## src/rtl/unique_key_array_set_core_defines.svh

```systemverilog
// assertion macros for the key set core
`ifndef UNIQUE_KEY_ARRAY_SET_CORE_DEFINES_SVH
`define UNIQUE_KEY_ARRAY_SET_CORE_DEFINES_SVH

`ifndef SYNTH

// property checked on every rising clock edge outside reset
`define UKAS_ASSERT(name, prop) \
   name: assert property (@(posedge clock) disable iff (reset) prop) \
      else $error("ukas assertion failed");

// condition that must never hold
`define UKAS_NEVER(name, cond) \
   name: assert property (@(posedge clock) disable iff (reset) !(cond)) \
      else $error("ukas forbidden condition");

`else

`define UKAS_ASSERT(name, prop)

`define UKAS_NEVER(name, cond)

`endif

`endif

```

## src/rtl/ukas_pkg.sv

```systemverilog
// shared constants and types of the key set core
package ukas_pkg;

   localparam int DEPTH   = 16;
   localparam int AW      = $clog2(DEPTH);
   localparam int CW      = $clog2(DEPTH + 1);
   localparam int KEY_W   = 32;
   localparam int OP_W    = 2;
   localparam int IDX_W   = 4;
   localparam int POS_W   = 4;
   localparam int CNT_W   = 5;
   localparam int CAP_W   = 5;
   localparam int ST_W    = 3;
   localparam int CAP_RST = 16;

   localparam logic [OP_W-1:0] OP_SEARCH = 2'd0;
   localparam logic [OP_W-1:0] OP_INSERT = 2'd1;
   localparam logic [OP_W-1:0] OP_REMOVE = 2'd2;
   localparam logic [OP_W-1:0] OP_READ   = 2'd3;

   localparam logic [ST_W-1:0] ST_OK       = 3'd0;
   localparam logic [ST_W-1:0] ST_NOTFOUND = 3'd1;
   localparam logic [ST_W-1:0] ST_DUP      = 3'd2;
   localparam logic [ST_W-1:0] ST_FULL     = 3'd3;
   localparam logic [ST_W-1:0] ST_RANGE    = 3'd4;

   typedef struct packed {
      logic             rd_en;
      logic [AW-1:0]    rd_addr;
      logic             wr_en;
      logic [AW-1:0]    wr_addr;
      logic [KEY_W-1:0] wr_data;
   } mem_req_type;

   typedef struct packed {
      logic [ST_W-1:0]         status;
      logic [POS_W-1:0]        position;
      logic signed [KEY_W-1:0] key_out;
      logic [CNT_W-1:0]        count;
      logic signed [KEY_W-1:0] first_key;
      logic signed [KEY_W-1:0] last_key;
   } result_type;

endpackage

```

## src/rtl/ukas_if.sv

```systemverilog
// channel interfaces of the key set core
interface ukas_req_if import ukas_pkg::*; ();
   logic                    valid;
   logic                    ready;
   logic [OP_W-1:0]         op;
   logic signed [KEY_W-1:0] key;
   logic [IDX_W-1:0]        index;
   modport source (output valid, op, key, index, input ready);
   modport sink (input valid, op, key, index, output ready);
endinterface

interface ukas_rsp_if import ukas_pkg::*; ();
   logic                    valid;
   logic                    ready;
   logic [ST_W-1:0]         status;
   logic [POS_W-1:0]        position;
   logic signed [KEY_W-1:0] key_out;
   logic [CNT_W-1:0]        count;
   logic signed [KEY_W-1:0] first_key;
   logic signed [KEY_W-1:0] last_key;
   modport source (output valid, status, position, key_out, count, first_key, last_key,
                   input ready);
   modport sink (input valid, status, position, key_out, count, first_key, last_key,
                 output ready);
endinterface

interface ukas_csr_if import ukas_pkg::*; ();
   logic             valid;
   logic             ready;
   logic [CAP_W-1:0] data;
   modport source (output valid, data, input ready);
   modport sink (input valid, data, output ready);
endinterface

```

## src/rtl/ukas_ram.sv

```systemverilog
// key storage, one write and one registered read port
module ukas_ram import ukas_pkg::*; (
   input  logic              clock,
   input  mem_req_type       mem,
   output logic [KEY_W-1:0]  rd_data
);

   logic [KEY_W-1:0] store_ff [DEPTH];
   logic [KEY_W-1:0] rd_data_ff;

   always_ff @(posedge clock) begin
      if (mem.wr_en) begin
         store_ff[mem.wr_addr] <= mem.wr_data;
      end
      if (mem.rd_en) begin
         rd_data_ff <= store_ff[mem.rd_addr];
      end
   end

   assign rd_data = rd_data_ff;

endmodule

```

## src/rtl/ukas_ctrl.sv

```systemverilog
// sequencer with the shared key comparator
`include "unique_key_array_set_core_defines.svh"
module ukas_ctrl import ukas_pkg::*; (
   input  logic             clock,
   input  logic             reset,
   ukas_req_if.sink         req_chan,
   input  logic [CW-1:0]    limit,
   output mem_req_type      mem,
   input  logic [KEY_W-1:0] rd_data,
   output logic             done_valid,
   input  logic             done_ready,
   output result_type       done
);

   localparam logic [3:0] S_IDLE   = 4'd0;
   localparam logic [3:0] S_SCAN   = 4'd1;
   localparam logic [3:0] S_CMP    = 4'd2;
   localparam logic [3:0] S_ACT    = 4'd3;
   localparam logic [3:0] S_SHRD   = 4'd4;
   localparam logic [3:0] S_SHWR   = 4'd5;
   localparam logic [3:0] S_RDIDX  = 4'd6;
   localparam logic [3:0] S_RDCAP  = 4'd7;
   localparam logic [3:0] S_FETCH0 = 4'd8;
   localparam logic [3:0] S_FETCH1 = 4'd9;
   localparam logic [3:0] S_FETCH2 = 4'd10;
   localparam logic [3:0] S_DONE   = 4'd11;

   logic [3:0]       state_ff, state_in;
   logic [CW-1:0]    used_ff, used_in;
   logic [OP_W-1:0]  op_ff, op_in;
   logic [KEY_W-1:0] key_ff, key_in;
   logic [IDX_W-1:0] idx_ff, idx_in;
   logic [AW-1:0]    ptr_ff, ptr_in;
   logic [AW-1:0]    pos_ff, pos_in;
   logic             found_ff, found_in;
   logic [ST_W-1:0]  status_ff, status_in;
   logic [KEY_W-1:0] kout_ff, kout_in;
   logic [KEY_W-1:0] first_ff, first_in;
   logic [KEY_W-1:0] last_ff, last_in;
   logic             key_hit;

   // shared comparator
   assign key_hit = (rd_data == key_ff);

   always_comb begin
      state_in  = state_ff;
      used_in   = used_ff;
      op_in     = op_ff;
      key_in    = key_ff;
      idx_in    = idx_ff;
      ptr_in    = ptr_ff;
      pos_in    = pos_ff;
      found_in  = found_ff;
      status_in = status_ff;
      kout_in   = kout_ff;
      first_in  = first_ff;
      last_in   = last_ff;
      mem       = '0;
      done_valid = 1'b0;
      req_chan.ready = (state_ff == S_IDLE);
      case (state_ff)
         S_IDLE: begin
            if (req_chan.valid) begin
               op_in     = req_chan.op;
               key_in    = req_chan.key;
               idx_in    = req_chan.index;
               ptr_in    = '0;
               pos_in    = '0;
               found_in  = 1'b0;
               status_in = ST_OK;
               kout_in   = '0;
               if (req_chan.op == OP_READ) begin
                  if (32'(req_chan.index) < 32'(used_ff)) begin
                     state_in = S_RDIDX;
                  end else begin
                     status_in = ST_RANGE;
                     state_in  = S_FETCH0;
                  end
               end else if (used_ff == '0) begin
                  state_in = S_ACT;
               end else begin
                  state_in = S_SCAN;
               end
            end
         end
         S_SCAN: begin
            mem.rd_en   = 1'b1;
            mem.rd_addr = ptr_ff;
            state_in    = S_CMP;
         end
         S_CMP: begin
            if (key_hit) begin
               found_in = 1'b1;
               pos_in   = ptr_ff;
               state_in = S_ACT;
            end else if (32'(ptr_ff) + 1 < 32'(used_ff)) begin
               ptr_in   = ptr_ff + AW'(1);
               state_in = S_SCAN;
            end else begin
               state_in = S_ACT;
            end
         end
         S_ACT: begin
            state_in = S_FETCH0;
            case (op_ff)
               OP_SEARCH: begin
                  if (!found_ff) begin
                     status_in = ST_NOTFOUND;
                  end
               end
               OP_INSERT: begin
                  if (found_ff) begin
                     status_in = ST_DUP;
                  end else if (used_ff >= limit) begin
                     status_in = ST_FULL;
                  end else begin
                     mem.wr_en   = 1'b1;
                     mem.wr_addr = AW'(used_ff);
                     mem.wr_data = key_ff;
                     pos_in      = AW'(used_ff);
                     used_in     = used_ff + CW'(1);
                  end
               end
               OP_REMOVE: begin
                  if (!found_ff) begin
                     status_in = ST_NOTFOUND;
                  end else begin
                     ptr_in = pos_ff;
                     if (32'(pos_ff) + 1 < 32'(used_ff)) begin
                        state_in = S_SHRD;
                     end else begin
                        used_in = used_ff - CW'(1);
                     end
                  end
               end
               default: begin
               end
            endcase
         end
         S_SHRD: begin
            mem.rd_en   = 1'b1;
            mem.rd_addr = ptr_ff + AW'(1);
            state_in    = S_SHWR;
         end
         S_SHWR: begin
            mem.wr_en   = 1'b1;
            mem.wr_addr = ptr_ff;
            mem.wr_data = rd_data;
            ptr_in      = ptr_ff + AW'(1);
            if (32'(ptr_ff) + 2 < 32'(used_ff)) begin
               state_in = S_SHRD;
            end else begin
               used_in  = used_ff - CW'(1);
               state_in = S_FETCH0;
            end
         end
         S_RDIDX: begin
            mem.rd_en   = 1'b1;
            mem.rd_addr = AW'(idx_ff);
            state_in    = S_RDCAP;
         end
         S_RDCAP: begin
            kout_in  = rd_data;
            state_in = S_FETCH0;
         end
         S_FETCH0: begin
            if (used_ff == '0) begin
               first_in = '0;
               last_in  = '0;
               state_in = S_DONE;
            end else begin
               mem.rd_en   = 1'b1;
               mem.rd_addr = '0;
               state_in    = S_FETCH1;
            end
         end
         S_FETCH1: begin
            first_in    = rd_data;
            mem.rd_en   = 1'b1;
            mem.rd_addr = AW'(used_ff - CW'(1));
            state_in    = S_FETCH2;
         end
         S_FETCH2: begin
            last_in  = rd_data;
            state_in = S_DONE;
         end
         S_DONE: begin
            done_valid = 1'b1;
            if (done_ready) begin
               state_in = S_IDLE;
            end
         end
         default: begin
            state_in = S_IDLE;
         end
      endcase
   end

   always_comb begin
      done.status    = status_ff;
      done.position  = (op_ff == OP_READ) ? POS_W'(idx_ff) : POS_W'(pos_ff);
      done.key_out   = kout_ff;
      done.count     = CNT_W'(used_ff);
      done.first_key = first_ff;
      done.last_key  = last_ff;
   end

   always_ff @(posedge clock) begin
      if (reset) begin
         state_ff <= S_IDLE;
         used_ff  <= '0;
      end else begin
         state_ff <= state_in;
         used_ff  <= used_in;
      end
   end

   always_ff @(posedge clock) begin
      op_ff     <= op_in;
      key_ff    <= key_in;
      idx_ff    <= idx_in;
      ptr_ff    <= ptr_in;
      pos_ff    <= pos_in;
      found_ff  <= found_in;
      status_ff <= status_in;
      kout_ff   <= kout_in;
      first_ff  <= first_in;
      last_ff   <= last_in;
   end

   `UKAS_ASSERT(a_used_bound, 32'(used_ff) <= DEPTH)
   `UKAS_ASSERT(a_accept_leaves_idle, (req_chan.valid && req_chan.ready) |=> (state_ff != S_IDLE))
   `UKAS_ASSERT(a_write_states, mem.wr_en |-> (state_ff == S_ACT || state_ff == S_SHWR))
   `UKAS_ASSERT(a_used_step, (used_ff != $past(used_ff)) |-> ($past(state_ff) == S_ACT || $past(state_ff) == S_SHWR))
   `UKAS_NEVER(a_shift_past_end, (state_ff == S_SHRD) && (32'(ptr_ff) + 1 >= 32'(used_ff)))

endmodule

```

## src/rtl/unique_key_array_set_core.sv

```systemverilog
// search, insert and remove scan the keys in order, a read and a compare per key, then fetch the first and last keys
// a remove then shifts each later key down one place, a read and a write per key; a read at an index reads that key
// an empty set skips the key reads; an index out of range skips the read at the index; both finish sooner
// the sequencer works on one word at a time; the single read port of the key store sets the pace
// the output register lets the next word be accepted while a result waits
// synchronous active-high reset empties the set and sets capacity to 16; keys are not cleared
module unique_key_array_set_core import ukas_pkg::*; (
   input  logic       clock,
   input  logic       reset,
   ukas_req_if.sink   req_chan,
   ukas_rsp_if.source rsp_chan,
   ukas_csr_if.sink   csr_chan
);

   logic [CAP_W-1:0] cap_ff, cap_in;
   logic [CW-1:0]    limit;
   mem_req_type      mem;
   logic [KEY_W-1:0] rd_data;
   logic             done_valid;
   logic             done_ready;
   result_type       done;
   logic             out_valid_ff, out_valid_in;
   result_type       out_ff, out_in;

   assign csr_chan.ready = 1'b1;
   assign cap_in = (csr_chan.valid) ? csr_chan.data : cap_ff;
   assign limit  = (32'(cap_ff) < DEPTH) ? CW'(cap_ff) : CW'(DEPTH);

   ukas_ctrl u_ctrl (
      .clock      (clock),
      .reset      (reset),
      .req_chan   (req_chan),
      .limit      (limit),
      .mem        (mem),
      .rd_data    (rd_data),
      .done_valid (done_valid),
      .done_ready (done_ready),
      .done       (done)
   );

   ukas_ram u_ram (
      .clock   (clock),
      .mem     (mem),
      .rd_data (rd_data)
   );

   assign done_ready = !out_valid_ff || rsp_chan.ready;

   always_comb begin
      out_valid_in = out_valid_ff;
      out_in       = out_ff;
      if (done_valid && done_ready) begin
         out_valid_in = 1'b1;
         out_in       = done;
      end else if (rsp_chan.ready) begin
         out_valid_in = 1'b0;
      end
   end

   always_ff @(posedge clock) begin
      if (reset) begin
         cap_ff       <= CAP_W'(CAP_RST);
         out_valid_ff <= 1'b0;
      end else begin
         cap_ff       <= cap_in;
         out_valid_ff <= out_valid_in;
      end
   end

   always_ff @(posedge clock) begin
      out_ff <= out_in;
   end

   assign rsp_chan.valid     = out_valid_ff;
   assign rsp_chan.status    = out_ff.status;
   assign rsp_chan.position  = out_ff.position;
   assign rsp_chan.key_out   = out_ff.key_out;
   assign rsp_chan.count     = out_ff.count;
   assign rsp_chan.first_key = out_ff.first_key;
   assign rsp_chan.last_key  = out_ff.last_key;

endmodule

```

## src/flat_wrapper.sv

```systemverilog
// flat-port wrapper written by rule: the top's interface ports become plain ports
module unique_key_array_set_core_flat import ukas_pkg::*;
  (clock, reset, req_chan_valid, req_chan_op, req_chan_key, req_chan_index, req_chan_ready, rsp_chan_valid, rsp_chan_status, rsp_chan_position, rsp_chan_key_out, rsp_chan_count, rsp_chan_first_key, rsp_chan_last_key, rsp_chan_ready, csr_chan_valid, csr_chan_data, csr_chan_ready);
  ukas_req_if req_chan_i ();
  ukas_rsp_if rsp_chan_i ();
  ukas_csr_if csr_chan_i ();
  input  logic clock;
  input  logic reset;
  input wire logic [$bits(req_chan_i.valid)-1:0] req_chan_valid;
  input wire logic [$bits(req_chan_i.op)-1:0] req_chan_op;
  input wire logic [$bits(req_chan_i.key)-1:0] req_chan_key;
  input wire logic [$bits(req_chan_i.index)-1:0] req_chan_index;
  output wire logic [$bits(req_chan_i.ready)-1:0] req_chan_ready;
  output wire logic [$bits(rsp_chan_i.valid)-1:0] rsp_chan_valid;
  output wire logic [$bits(rsp_chan_i.status)-1:0] rsp_chan_status;
  output wire logic [$bits(rsp_chan_i.position)-1:0] rsp_chan_position;
  output wire logic [$bits(rsp_chan_i.key_out)-1:0] rsp_chan_key_out;
  output wire logic [$bits(rsp_chan_i.count)-1:0] rsp_chan_count;
  output wire logic [$bits(rsp_chan_i.first_key)-1:0] rsp_chan_first_key;
  output wire logic [$bits(rsp_chan_i.last_key)-1:0] rsp_chan_last_key;
  input wire logic [$bits(rsp_chan_i.ready)-1:0] rsp_chan_ready;
  input wire logic [$bits(csr_chan_i.valid)-1:0] csr_chan_valid;
  input wire logic [$bits(csr_chan_i.data)-1:0] csr_chan_data;
  output wire logic [$bits(csr_chan_i.ready)-1:0] csr_chan_ready;
  assign req_chan_i.valid = req_chan_valid;
  assign req_chan_i.op = req_chan_op;
  assign req_chan_i.key = req_chan_key;
  assign req_chan_i.index = req_chan_index;
  assign req_chan_ready = req_chan_i.ready;
  assign rsp_chan_valid = rsp_chan_i.valid;
  assign rsp_chan_status = rsp_chan_i.status;
  assign rsp_chan_position = rsp_chan_i.position;
  assign rsp_chan_key_out = rsp_chan_i.key_out;
  assign rsp_chan_count = rsp_chan_i.count;
  assign rsp_chan_first_key = rsp_chan_i.first_key;
  assign rsp_chan_last_key = rsp_chan_i.last_key;
  assign rsp_chan_i.ready = rsp_chan_ready;
  assign csr_chan_i.valid = csr_chan_valid;
  assign csr_chan_i.data = csr_chan_data;
  assign csr_chan_ready = csr_chan_i.ready;
  unique_key_array_set_core u_core (.clock(clock), .reset(reset), .req_chan(req_chan_i), .rsp_chan(rsp_chan_i), .csr_chan(csr_chan_i));
endmodule
```

## config.mk

```make
export PLATFORM = sky130hd
export DESIGN_NAME = unique_key_array_set_core_flat
export DESIGN_NICKNAME = d
export VERILOG_FILES = /design/src/rtl/ukas_pkg.sv /design/src/rtl/ukas_if.sv /design/src/rtl/ukas_ram.sv /design/src/rtl/ukas_ctrl.sv /design/src/rtl/unique_key_array_set_core.sv /design/src/flat_wrapper.sv
export VERILOG_INCLUDE_DIRS = /design/src /design/src/rtl
export SDC_FILE = /design/constraint.sdc
export NUM_CORES = 1
export LEC_CHECK = 0
export ABC_AREA = 1
export ABC_CLOCK_PERIOD_IN_PS = 16000
export BUFFER_PORTS_ARGS = -buffer_cell sky130_fd_sc_hd__buf_2
export CAP_MARGIN = 20
export CORE_AREA = 2 2 311 313
export CTS_BUF_LIST = sky130_fd_sc_hd__clkbuf_8
export CTS_CLUSTER_DIAMETER = 30
export DETAILED_ROUTE_END_ITERATION = 8
export DIE_AREA = 0 0 313 315
export HOLD_SLACK_MARGIN = 0.08
export SYNTH_ARGS = -nofsm -noshare
export SYNTH_HDL_FRONTEND = slang
export SYNTH_SLANG_ARGS = --single-unit
```

## constraint.sdc

```tcl
create_clock -name clock -period 16 [get_ports clock]
set_input_delay 0.8 -clock clock [delete_from_list [all_inputs] [get_ports clock]]
set_output_delay 0.8 -clock clock [all_outputs]
set_load 0.02 [all_outputs]
```

==> results of run 1 <==
[cells in the mapped netlist (2+ instances only)]
master	n	share of area, %
edfxtp_1	798	70
nand2_1	664	7.3
inv_1	545	6.0
nand3_1	440	6.5
nor2_1	188	2.1
o21ai_0	81	1.2
buf_2	68	1.0
o21ai_1	32	0.47
buf_4	31	0.68
ha_1	25	0.92
xnor2_1	25	0.64
a21oi_1	16	0.24
clkbuf_1	15	0.17
dfxtp_1	15	0.88
xor2_1	13	0.33
nand4_1	12	0.22
buf_1	10	0.11
o22ai_1	8	0.15
inv_2	6	0.066
nor2_2	4	0.073
nand2_2	3	0.055
nor2_4	3	0.099
mux2_2	2	0.066
nor4_1	2	0.037
o2111ai_1	2	0.051
[routing by layer]
metal  track usage, %  routed length [um]  up-vias
met2            28.03               39910      752
met1            22.99               37220    10543
met5                0                   0        -
met4            5.383                1838        0
li1                 -                   -    10459
met3            3.315                5325      141
[logic make-up (layout without fill, tap and decap cells)]
group                      Yosys count  count (layout)  synth area share [%]
adders and majority gates           25              25                0.9187
buffers and inverters              677            1015                 8.077
AOI/OAI and AO/OA                  145             145                 2.238
DFF                                813             813                 71.26
and+or+nand+nor                   1321            1321                 16.45
other                                1               2               0.01101
muxes                                2               2               0.06614
xor gates and xnor gates            38              38                0.9775
[critical path, cell delays in order (launching register included)]
cell	delay (ns)
dfxtp_1	0.32
inv_1	0.17
nand2_2	0.12
nor2_1	0.28
nand2_1	0.09
nand2_1	0.15
inv_2	0.06
nand2_4	0.63
buf_4	0.68
buf_4	0.73
nand2_1	0.12
nand3_1	0.11
nand3_1	0.09
nand3_1	0.11
nand2_1	0.08
[power by group through the flow]
| stage | clock network, W | logic [W] | registers (W) |
|---|---|---|---|
| final | 0.00188 | 0.00117 | 0.00264 |
| after global routing | 0.00201 | 0.00129 | 0.00265 |
| after CTS | 0.00192 | 0.00116 | 0.00264 |
| after detailed placement | 0 | 0.00116 | 0.00268 |
| after global placement | 0 | 0.00115 | 0.00268 |
| after floorplan | 0 | 0.000831 | 0.00263 |
[flip-flops by register name, indices dropped and copies added, names as in the netlist, 32 cells and up]
| name | count |
|---|---|
| u_core.u_ctrl.first_ff | 32 |
| u_core.rsp_chan.last_key | 32 |
| u_core.rsp_chan.first_key | 32 |
| u_core.u_ctrl.key_ff | 32 |
| u_core.u_ctrl.kout_ff | 32 |
| u_core.u_ram.rd_data | 32 |
| u_core.u_ctrl.last_ff | 32 |
| u_core.rsp_chan.key_out | 32 |
| u_core.u_ram.store_ff | 512 |
[area by class of cell]
type | instances | area [um^2]
clock inverter | 98 | 853.3
sequential | 813 | 24260
timing repair buffer | 226 | 1410
tap | 1276 | 1597
fill | 9011 | 56360
inverter | 552 | 2072
clock buffer | 139 | 1913
antenna | 1 | 2.502
multi-input combinational | 1532 | 7237
[final timing paths]
kind | startpoint | to | slack, ns | cells after the start
worst max-delay path | u_core.u_ctrl.state_ff[3]$_SDFFE_PP0P_ | u_core.u_ram.rd_data[16]$_DFFE_PP_ | 11.92 | 14
worst min-delay path | req_chan_key[19] | u_core.u_ctrl.key_ff[19]$_DFFE_PP_ | 0.18 | 1
worst min register to register | u_core.u_ctrl.last_ff[12]$_SDFFCE_PN0P_ | u_core.rsp_chan.last_key[12]$_DFFE_PP_ | 0.41 | 0
worst max register to register | u_core.u_ctrl.state_ff[3]$_SDFFE_PP0P_ | u_core.u_ram.rd_data[16]$_DFFE_PP_ | 11.92 | 14
[stage by stage]
step                      area (um^2)  power (W)  instances  util, %  setup slack, ns
after detailed placement        36520   0.003837       4393    38.15            11.94
after floorplan                 34050   0.003466       3022        -            4.076
after CTS                       39280   0.005722       4630    41.05            11.95
after global placement          36400   0.003829       4388    38.03            11.94
after global routing            39350   0.005954       4637    41.11            11.54
final                           39350   0.005688       4637    41.11            11.92
[cells in the final DEF, fill, tap and decap left out, types with 4 or more instances in the layout]
| cell type | instances |
|---|---|
| buf_4 | 61 |
| o21ai_1 | 39 |
| nor2_2 | 4 |
| inv_1 | 578 |
| bufinv_16 | 15 |
| buf_12 | 5 |
| a21oi_1 | 16 |
| nand2_1 | 663 |
| nand3_1 | 439 |
| clkinv_2 | 13 |
| edfxtp_1 | 798 |
| ha_1 | 25 |
| dfxtp_1 | 15 |
| nor2_4 | 21 |
| xnor2_1 | 25 |
| nand4_1 | 12 |
| clkinv_1 | 22 |
| clkinvlp_4 | 10 |
| xor2_1 | 13 |
| clkbuf_8 | 139 |
| inv_2 | 6 |
| o22ai_1 | 6 |
| o21ai_0 | 73 |
| nor2_1 | 170 |
| buf_2 | 157 |
==> key figures, run 1 <==
Global route
  • Initial antenna violation count: 1
  • Overflow after GRT: 0
  • Vias in the first global route: 20,977
  • First-pass GRT wire length: 127,900 um
  • GR Util All Layers: 17.11%
  • Largest net degree at the start of global routing: 231

Worst setup path
  • WP data required: roughly 17 ns
  • Kind of critical path: reg2reg
  • Startpoint types: flip-flop
  • Crit end category: flip-flop
  • Critical path data arrival time: 4.62 ns
  • Crit-path max FO: 70

Synthesis
  • Yosys reg bits: 813
  • Yosys cell types: 39
  • Post-Syn Area: 0.03405 mm^2
  • Sequential cell area fraction in the yosys report: 71.26%
  • Cells after Synth: between 3,000 and 4,000
  • Synth Area per Inst: around 11 um^2
  • Post-synth EDFFs: 798
  • Syn_nets: 3,095
  • FFs w/ async S/R, synth: 0%
  • Syn. warnings: 0
  • Primary FF master, synth: edfxtp_1

Floorplan
  • Die H: between 300 and 400 um
  • Row count: 114
  • Initial Utilization: about 36%
  • Core area: 0.09571 mm^2
  • Die W: 313 um
  • IO Pins: 159
  • Die area: 0.09860 mm^2

Pwr
  • Combinational power share: 20.5%
  • Internal power: 0.003913 W
  • VDD IR max: 0.1593 mV
  • Leakage: roughly 17 nW
  • Net Sw Frac: 31.20%
  • PwrDens: 144.6 mW/mm^2
  • Part of the power in registers: 46.4%
  • Sw power: 0.001774 W
  • Clock network fraction of total power: 33.1%

Drt
  • Wirelength per Cell: 18.18 um
  • Via density: 4.722
  • Antenna-violating nets left: 0
  • Initial DRC Count: approximately 2,000
  • Number of remaining DRC errors: 0
  • DRT Pass-1 Iters: 5
  • Routed WL: roughly 84,000 um
  • DR vias: between 20,000 and 25,000

Place
  • Hpwl dp: 50,470 um
  • PortBufs: 157
  • Gpl congestion: 0.8628

STA
  • Hold WS: 0.1816 ns
  • Slew @ Worst Pin: 1.126 ns
  • Fin. Hold Viols: 0
  • Tmin final: 4.079 ns
  • Finish-stage setup viols: 0
  • Max-slew violation count: 0
  • Slew headroom: about a quarter
  • Fmax: roughly 250 MHz
  • Setup_tns: 0 ns
  • RSZ-0062 raised after global routing: no
  • Final Cycle Share: 25.49%
  • Clk_skew: 0.02852 ns

Final layout
  • Area Overhead vs Synth: 15.57%
  • Nets: roughly 3,300
  • Layout cell share with drive strength beyond 1: 13.48%

Clock network
  • Cts hold-fix bufs: 0
  • Clock Tree Root: clkbuf_8
  • Clock Latency Late Sink: ~0.79 ns
  • Clk pin slew, worst setup/hold paths: 0.06 ns
  • Htree depth: 4
  • Clock Path Buffers: 3
  • TritonCTS clock tree: built
  • Postcts setup bufs: 0
  • Inserted Clock Buffers: 137
  • CTS resizes: 0
  • CTS Sinks: 813

Run
  • # Max-Cap Violations: 0

Outcome
  • Status: complete, no violations

Hold path
  • Hold Crit Class: in2reg
Note: power is estimated with default switching activity, not from simulation.
==> inputs of run 2 (changes only) <==
Settings changed: ABC_CLOCK_PERIOD_IN_PS 16000 to 3900.
Clock period 16 ns to 3.9 ns, I/O delays scaled along.
==> run 2 against run 1 <==
Setup slack lost 11 ns; die area is the same; sequential share of layout area shrank 1.7 points; hold slack lost 0.031 ns; utilization grew 1.2 points; clock-buffer cell count grew 6; critical path depth shrank 5; cell count grew 2.2%; first-iteration DRC count shrank 11%; non-clock buffer count grew 95; critical path type unchanged; largest cell class unchanged; largest power group unchanged; highest routed layer unchanged.
==> key figures, run 2 (synthesis gave the netlist of run 1 again) <==
Drt
  • DRT Pass-1 Iters: 5
  • Routed WL: 83,360 um
  • Via density: 4.645
  • Initial DRC Count: 1,779
  • DR vias: about 22,000
  • Antenna-violating nets left: 0
  • Wirelength per Cell: roughly 18 um
  • Number of remaining DRC errors: 0

Clock network
  • Clock Path Buffers: 3
  • Clk pin slew, worst setup/hold paths: 0.06 ns
  • TritonCTS clock tree: built
  • CTS Sinks: 813
  • Clock Tree Root: clkbuf_8
  • Clock Latency Late Sink: approximately 0.8 ns
  • Htree depth: 4
  • Inserted Clock Buffers: roughly 140
  • Postcts setup bufs: 0

Final layout
  • Commonest non-fill, non-tap cell in the layout: edfxtp_1
  • Register area: 0.02427 mm^2
  • Filler instances: 8,839
  • Flip-flop count of the largest register after layout: 512
  • Nets: 3,432
  • Area Overhead vs Synth: 18.89%
  • Non-filler cells in the finished layout: about 4,700
  • Largest Register: u_core.u_ram.store_ff
  • Multi-input logic area: 0.007241 mm^2
  • Layout cell share with drive strength beyond 1: 13.98%
  • Most frequent cells in the layout: edfxtp_1, nand2_1, inv_1, nand3_1, nor2_1

Floorplan
  • Core area: approximately 0.096 mm^2
  • Die H: 315 um
  • Row count: 114
  • IO Pins: approximately 160
  • Initial Utilization: approximately 36%
  • Die area: 0.09860 mm^2
  • Die W: 313 um

Worst setup path
  • Reg2reg end: u_core.u_ram.store_ff[15][29]$_DFFE_PP_
  • R2R Setup Slk: just over 0.6 ns
  • Crit end category: flip-flop
  • Critical path data arrival time: 3.70 ns
  • WP data required: roughly 4.3 ns
  • Most used cell, CP: nand2_1
  • Crit path cell chain: inv_1 > nand2_2 > nor2_2 > nand2_1 > nand3b_1 > o21bai_1 > nand2_1 > nor2_4 > buf_4
  • Crit-path max FO: 32
  • Kind of critical path: reg2reg
  • Startpoint types: flip-flop
  • Worst reg2reg startpoint: u_core.u_ctrl.state_ff[3]$_SDFFE_PP0P_
  • Worst path slowest cell: buf_4
  • Worst path max stage delay: 0.52 ns
  • Worst R2R Path Depth: 9

Place
  • Cell count after placement: 4,417
  • Pre-CTS setup slack: approximately 0.66 ns
  • Hpwl dp: 48,590 um
  • PortBufs: ~160
  • Gpl congestion: approximately 0.9

STA
  • RSZ-0062 raised after global routing: no
  • Fin. Hold Viols: 0
  • Max-slew violation count: 0
  • Clk_skew: 0.03112 ns
  • Tmin final: 3.292 ns
  • Finish-stage setup viols: 0
  • Fmax: 303.7 MHz
  • Setup_tns: 0 ns
  • Final Cycle Share: roughly 84%
  • Slew headroom: 29.03%
  • Hold WS: about 0.15 ns
  • Slew @ Worst Pin: 1.064 ns
  • Final WS setup: 0.6077 ns

Hold path
  • WHS Endpoint: u_core.u_ctrl.idx_ff[0]$_DFFE_PP_
  • Hold Crit Class: in2reg
  • HP Start: req_chan_index[0]
  • Hold Path Stages: 2

Outcome
  • Status: complete, no violations

Global route
  • First-pass GRT wire length: 126,200 um
  • Vias in the first global route: 21,218
  • GR Util All Layers: 16.80%
  • Largest net degree at the start of global routing: 106
  • Initial antenna violation count: 2
  • Overflow after GRT: 0

Pwr
  • VDD IR max: 0.5542 mV
  • PwrDens: around 590 mW/mm^2
  • Leakage: 17.35 nW

Run
  • # Max-Cap Violations: 0
-- run 2: cell count changes in the layout (fill, tap and decap cells not counted), moves of 6 or more --
cell           previous run  this run
buf_12                    5        19
buf_4                    61        68
clkbuf_8                139       145
clkinv_4                  2         8
dlygate4sd3_1             0        77
o21ai_0                  73        81
o21ai_1                  39        31
-- run 2: worst max path at each step --
stage / end / slack (ns) / from / depth (start not counted)
floorplan: u_core.rsp_chan.count[0]$_DFFE_PP_ / -0.56 / u_core.u_ctrl.state_ff[1]$_SDFFE_PP0P_ / 2
global placement: u_core.u_ram.store_ff[13][12]$_DFFE_PP_ / 0.76 / u_core.u_ctrl.state_ff[3]$_SDFFE_PP0P_ / 9
detailed placement: u_core.u_ram.store_ff[13][29]$_DFFE_PP_ / 0.66 / u_core.u_ctrl.state_ff[3]$_SDFFE_PP0P_ / 9
CTS: u_core.u_ram.store_ff[13][7]$_DFFE_PP_ / 0.66 / u_core.u_ctrl.state_ff[3]$_SDFFE_PP0P_ / 9
global route: u_core.u_ram.store_ff[15][22]$_DFFE_PP_ / 0.42 / u_core.u_ctrl.state_ff[3]$_SDFFE_PP0P_ / 9
finish: u_core.u_ram.store_ff[15][29]$_DFFE_PP_ / 0.61 / u_core.u_ctrl.state_ff[3]$_SDFFE_PP0P_ / 9
-- run 2: metal layers --
layer  global-route usage [%]  part of all wire (%)  vias to the layer above
met5                        0                     0                        -
met4                    5.926                   2.1                        0
met3                    3.151                   5.9                      115
met2                    27.75                    48                      719
met1                    22.20                    44                    10524
li1                         -                     -                    10660
-- run 2: timing repair --
action                                 in CTS  in global routing
setup endpoints to repair                   0                  0
gates resized for setup                     0                  0
hold buffers                               77                  0
endpoints found under the hold margin      58                  0
-- run 2: worst max-delay path: cells and delay by family (launching register included) --
family	cells	cell delay, ns
flops	1	0.32
buf+inv	2	0.72
simple gates	6	1.56
compound gates	1	0.31
-- run 2: where the power goes --
group / leakage, nW / switching (W) / internal [W] / total [W]
logic: 9.17 / 0.00349 / 0.00152 / 0.00502
clock network: 1.56 / 0.00349 / 0.00436 / 0.00785
registers: 6.63 / 0.000426 / 0.0104 / 0.0108
-- run 2: per-stage QoR --
step | power (W) | utilization, % | instance area (um^2)
after floorplan | 0.01423 | - | 34080
after global placement | 0.01588 | 38.51 | 36860
after CTS | 0.02386 | 42.29 | 40480
final | 0.02368 | 42.29 | 40480
after global routing | 0.02481 | 42.29 | 40480
after detailed placement | 0.01591 | 38.51 | 36860
-- run 2: cell type report --
type | instances | area share, %
flip-flops and latches | 813 | 59.96
diodes | 1 | 0.006182
clock inverters | 100 | 2.105
inverters | 552 | 5.119
clock buffers | 145 | 4.930
repair buffers | 321 | 6.046
multi-input cells | 1532 | 17.89
well taps | 1276 | 3.944
==> inputs of run 3 (changes only) <==
Settings changed: ABC_AREA 1 to 0, ABC_CLOCK_PERIOD_IN_PS 3900 to 3220, CORE_AREA 2 2 311 313 to 2 2 301 303, DIE_AREA 0 0 313 315 to 0 0 303 305.
Clock period 3.9 ns to 3.22 ns, I/O delays scaled along.
==> run 3 against run 2 <==
The run now ends with DRC left; combinational power grew 13%; clock skew grew 0.0073 ns; non-clock buffer count grew 31; design area shrank 4.1%; critical path type unchanged.
==> key figures, run 3 <==
Synthesis
  • Cells after Synth: 2,206
  • Sequential cell area fraction in the yosys report: between 70% and 80%
  • Yosys reg bits: 813
  • Synth cell count leaders: edfxtp_1, nand2_1, nand3_1
  • FFs w/ async S/R, synth: 0%
  • Syn. warnings: 0
  • Post-Syn Area: approximately 0.032 mm^2
  • Most common cell in the netlist: edfxtp_1
  • Top cells by area, synth: edfxtp_1, nand2_1, nand3_1
  • Yosys cell types: 63
  • Synth Area per Inst: 14.44 um^2
  • Primary FF master, synth: edfxtp_1
  • Area leader, netlist: edfxtp_1
  • Syn_nets: between 2,000 and 2,500
  • Post-synth EDFFs: approximately 800
  • Top-area cell type share of the netlist area: 75.24%

STA
  • Tmin final: 3.048 ns
  • Finish-stage setup viols: 0
  • Slew headroom: between 40% and 50%
  • Fin. Hold Viols: 0
  • Hold WS: between 0.15 and 0.2 ns
  • Clk_skew: between 0.03 and 0.04 ns
  • RSZ-0062 raised after global routing: no
  • Slew @ Worst Pin: 0.8699 ns
  • Final Cycle Share: 94.67%
  • Fmax: 328.0 MHz
  • Setup_tns: 0 ns
  • Max-slew violation count: 0

Worst setup path
  • Kind of critical path: reg2reg
  • Crit end category: flip-flop
  • Worst reg2reg startpoint: u_core.cap_ff[4]$_SDFFE_PP1P_
  • Startpoint types: flip-flop
  • WP data required: between 3 and 4 ns
  • Critical path data arrival time: 3.56 ns
  • Crit-path max FO: 32
  • R2R Setup Slk: about 0.17 ns
  • Reg2reg end: u_core.u_ram.store_ff[6][30]$_DFFE_PP_
  • Worst R2R Path Depth: 8

Pwr
  • PwrDens: around 740 mW/mm^2
  • Leakage: 13.71 nW
  • Final total power: 0.02872 W
  • VDD IR max: 0.5465 mV

Hold path
  • Hold Crit Class: in2reg
  • WHS Endpoint: u_core.u_ctrl.key_ff[30]$_DFFE_PP_
  • HP Start: req_chan_key[30]
  • Hold Path Stages: 2

Place
  • Gpl congestion: 0.8283
  • Hpwl dp: about 47,000 um
  • Placed cell area: 0.03488 mm^2
  • PortBufs: 157

Final layout
  • Post-layout util: 43.45%
  • Flip-flop count of the largest register after layout: 512
  • Filler instances: 7,940
  • Area Overhead vs Synth: 21.85%
  • Commonest non-fill, non-tap cell in the layout: edfxtp_1
  • Fin area: 0.03881 mm^2
  • Nets: 2,654
  • Layout cell share with drive strength beyond 1: a little under a fifth
  • Most frequent cells in the layout: edfxtp_1, nand2_1, nand3_1, buf_2, clkbuf_8
  • Register area: 0.02426 mm^2
  • Multi-input logic area: 0.007097 mm^2
  • Largest Register: u_core.u_ram.store_ff

Outcome
  • Failing checks: DRC
  • Status: finished with violations

Global route
  • First-pass GRT wire length: 118,600 um
  • Overflow after GRT: 0
  • Initial antenna violation count: 2
  • GR Util All Layers: 17.18%
  • Vias in the first global route: 19,292
  • Largest net degree at the start of global routing: just over 70

Run
  • # Max-Cap Violations: 0

Floorplan
  • Core area: 0.08932 mm^2
  • Die area: approximately 0.09 mm^2
  • IO Pins: 159
  • Row count: 110
  • Initial Utilization: 35.66%
  • Die W: between 300 and 400 um
  • Die H: 305 um

Drt
  • DRT Pass-1 Iters: 9
  • Routed WL: 79,880 um
  • Antenna-violating nets left: 0
  • Initial DRC Count: 1,887
  • Number of remaining DRC errors: 23
  • DR vias: approximately 20,000
  • Via density: slightly above 5
  • Wirelength per Cell: 20.67 um

Clock network
  • Clock Tree Root: clkbuf_8
  • Htree depth: 4
  • Clock Path Buffers: 3
  • CTS Sinks: ~810
  • Clk pin slew, worst setup/hold paths: 0.06 ns
  • TritonCTS clock tree: built
  • Inserted Clock Buffers: 144
  • Clock Latency Late Sink: 0.81 ns
==> run 3: cell count changes in the layout (fill, tap and decap cells not counted), sizes merged, moves of 14 or more <==
cell         previous run  this run
a22o                    0        36
a32oi                   0        35
and2                    0        68
and3                    0        40
buf                   244       258
dlygate4sd3            77        94
inv                   590        62
mux2i                   0        38
nand2                 667       485
nand3                 440       207
nand4                  12        74
nor2                  195        39
o21ai                 113        61
==> run 3: cells by family after synthesis <==
kind of cell | count (synthesis) | share of synthesized area, %
simple gates | 949 | 13.89
flops | 813 | 76.18
compound gates | 193 | 4.372
buf+inv | 141 | 2.055
mux | 44 | 1.406
xor+xnor | 40 | 1.100
fa+ha+maj | 25 | 0.9821
other cells | 1 | 0.01177
==> run 3: per-layer routing <==
metal,part of all wire (%),GRT usage [%],vias up
met5,0,0,-
met4,2.3,5.969,0
met3,7.6,3.785,136
met2,48,27.60,806
met1,42,22.94,9747
li1,-,-,9002
==> run 3: critical path, cell delays in order, from the launching register on <==
cell,delay [ns]
dfxtp_1,0.31
nor2b_1,0.12
ha_1,0.24
nand2b_1,0.15
a21o_1,0.18
a21o_1,0.22
a211oi_4,0.39
buf_4,0.57
a22o_1,0.56
==> run 3: where the power goes <==
part	leakage (nW)	internal [W]	switching (W)	total (W)
Clock	1.62	0.00537	0.00429	0.00966
Sequential	6.71	0.0126	0.000752	0.0134
Combinational	5.38	0.00191	0.00377	0.00568
Total	13.7	0.0199	0.00881	0.0287
==> run 3: how the worst max path moves through the flow <==
stage	startpoint	cells after the start	end	slack, ns
after global placement	u_core.cap_ff[0]$_SDFFE_PP0P_	9	u_core.u_ram.store_ff[0][16]$_DFFE_PP_	0.07
after detailed placement	u_core.cap_ff[0]$_SDFFE_PP0P_	9	u_core.u_ram.store_ff[0][13]$_DFFE_PP_	0.11
final	u_core.cap_ff[4]$_SDFFE_PP1P_	8	u_core.u_ram.store_ff[6][30]$_DFFE_PP_	0.17
after global routing	u_core.cap_ff[0]$_SDFFE_PP0P_	8	u_core.u_ram.store_ff[13][17]$_DFFE_PP_	0.004
after floorplan	u_core.u_ctrl.used_ff[0]$_SDFFE_PP0P_	10	u_core.u_ram.store_ff[10][0]$_DFFE_PP_	-0.64
after CTS	u_core.cap_ff[0]$_SDFFE_PP0P_	9	u_core.u_ram.store_ff[0][23]$_DFFE_PP_	0.08
==> run 3: area by class of cell <==
class | count | share of cell area (%)
clock buffers | 146 | 5.178
multi-input cells | 1252 | 18.29
clock inverters | 106 | 2.447
diodes | 1 | 0.006448
repair buffers | 352 | 7.596
inverters | 18 | 0.1741
well taps | 1176 | 3.791
flip-flops and latches | 813 | 62.52
==> run 3: through the flow <==
stage | worst slack (ns) | instances
2_1_floorplan | -0.6442 | 2206
3_3_place_gp | 0.06722 | 3515
3_5_place_dp | 0.1132 | 3515
4_1_cts | 0.07533 | 3861
5_1_grt | 0.003998 | 3864
6_report | 0.1715 | 3864
==> run 3: what timing repair did <==
action                                  CTS  global route
hold buffers                             94             0
hold endpoints to repair                 66             0
gates resized for setup                   0             5
setup buffers                             0             2
endpoints found under the setup margin    0            92
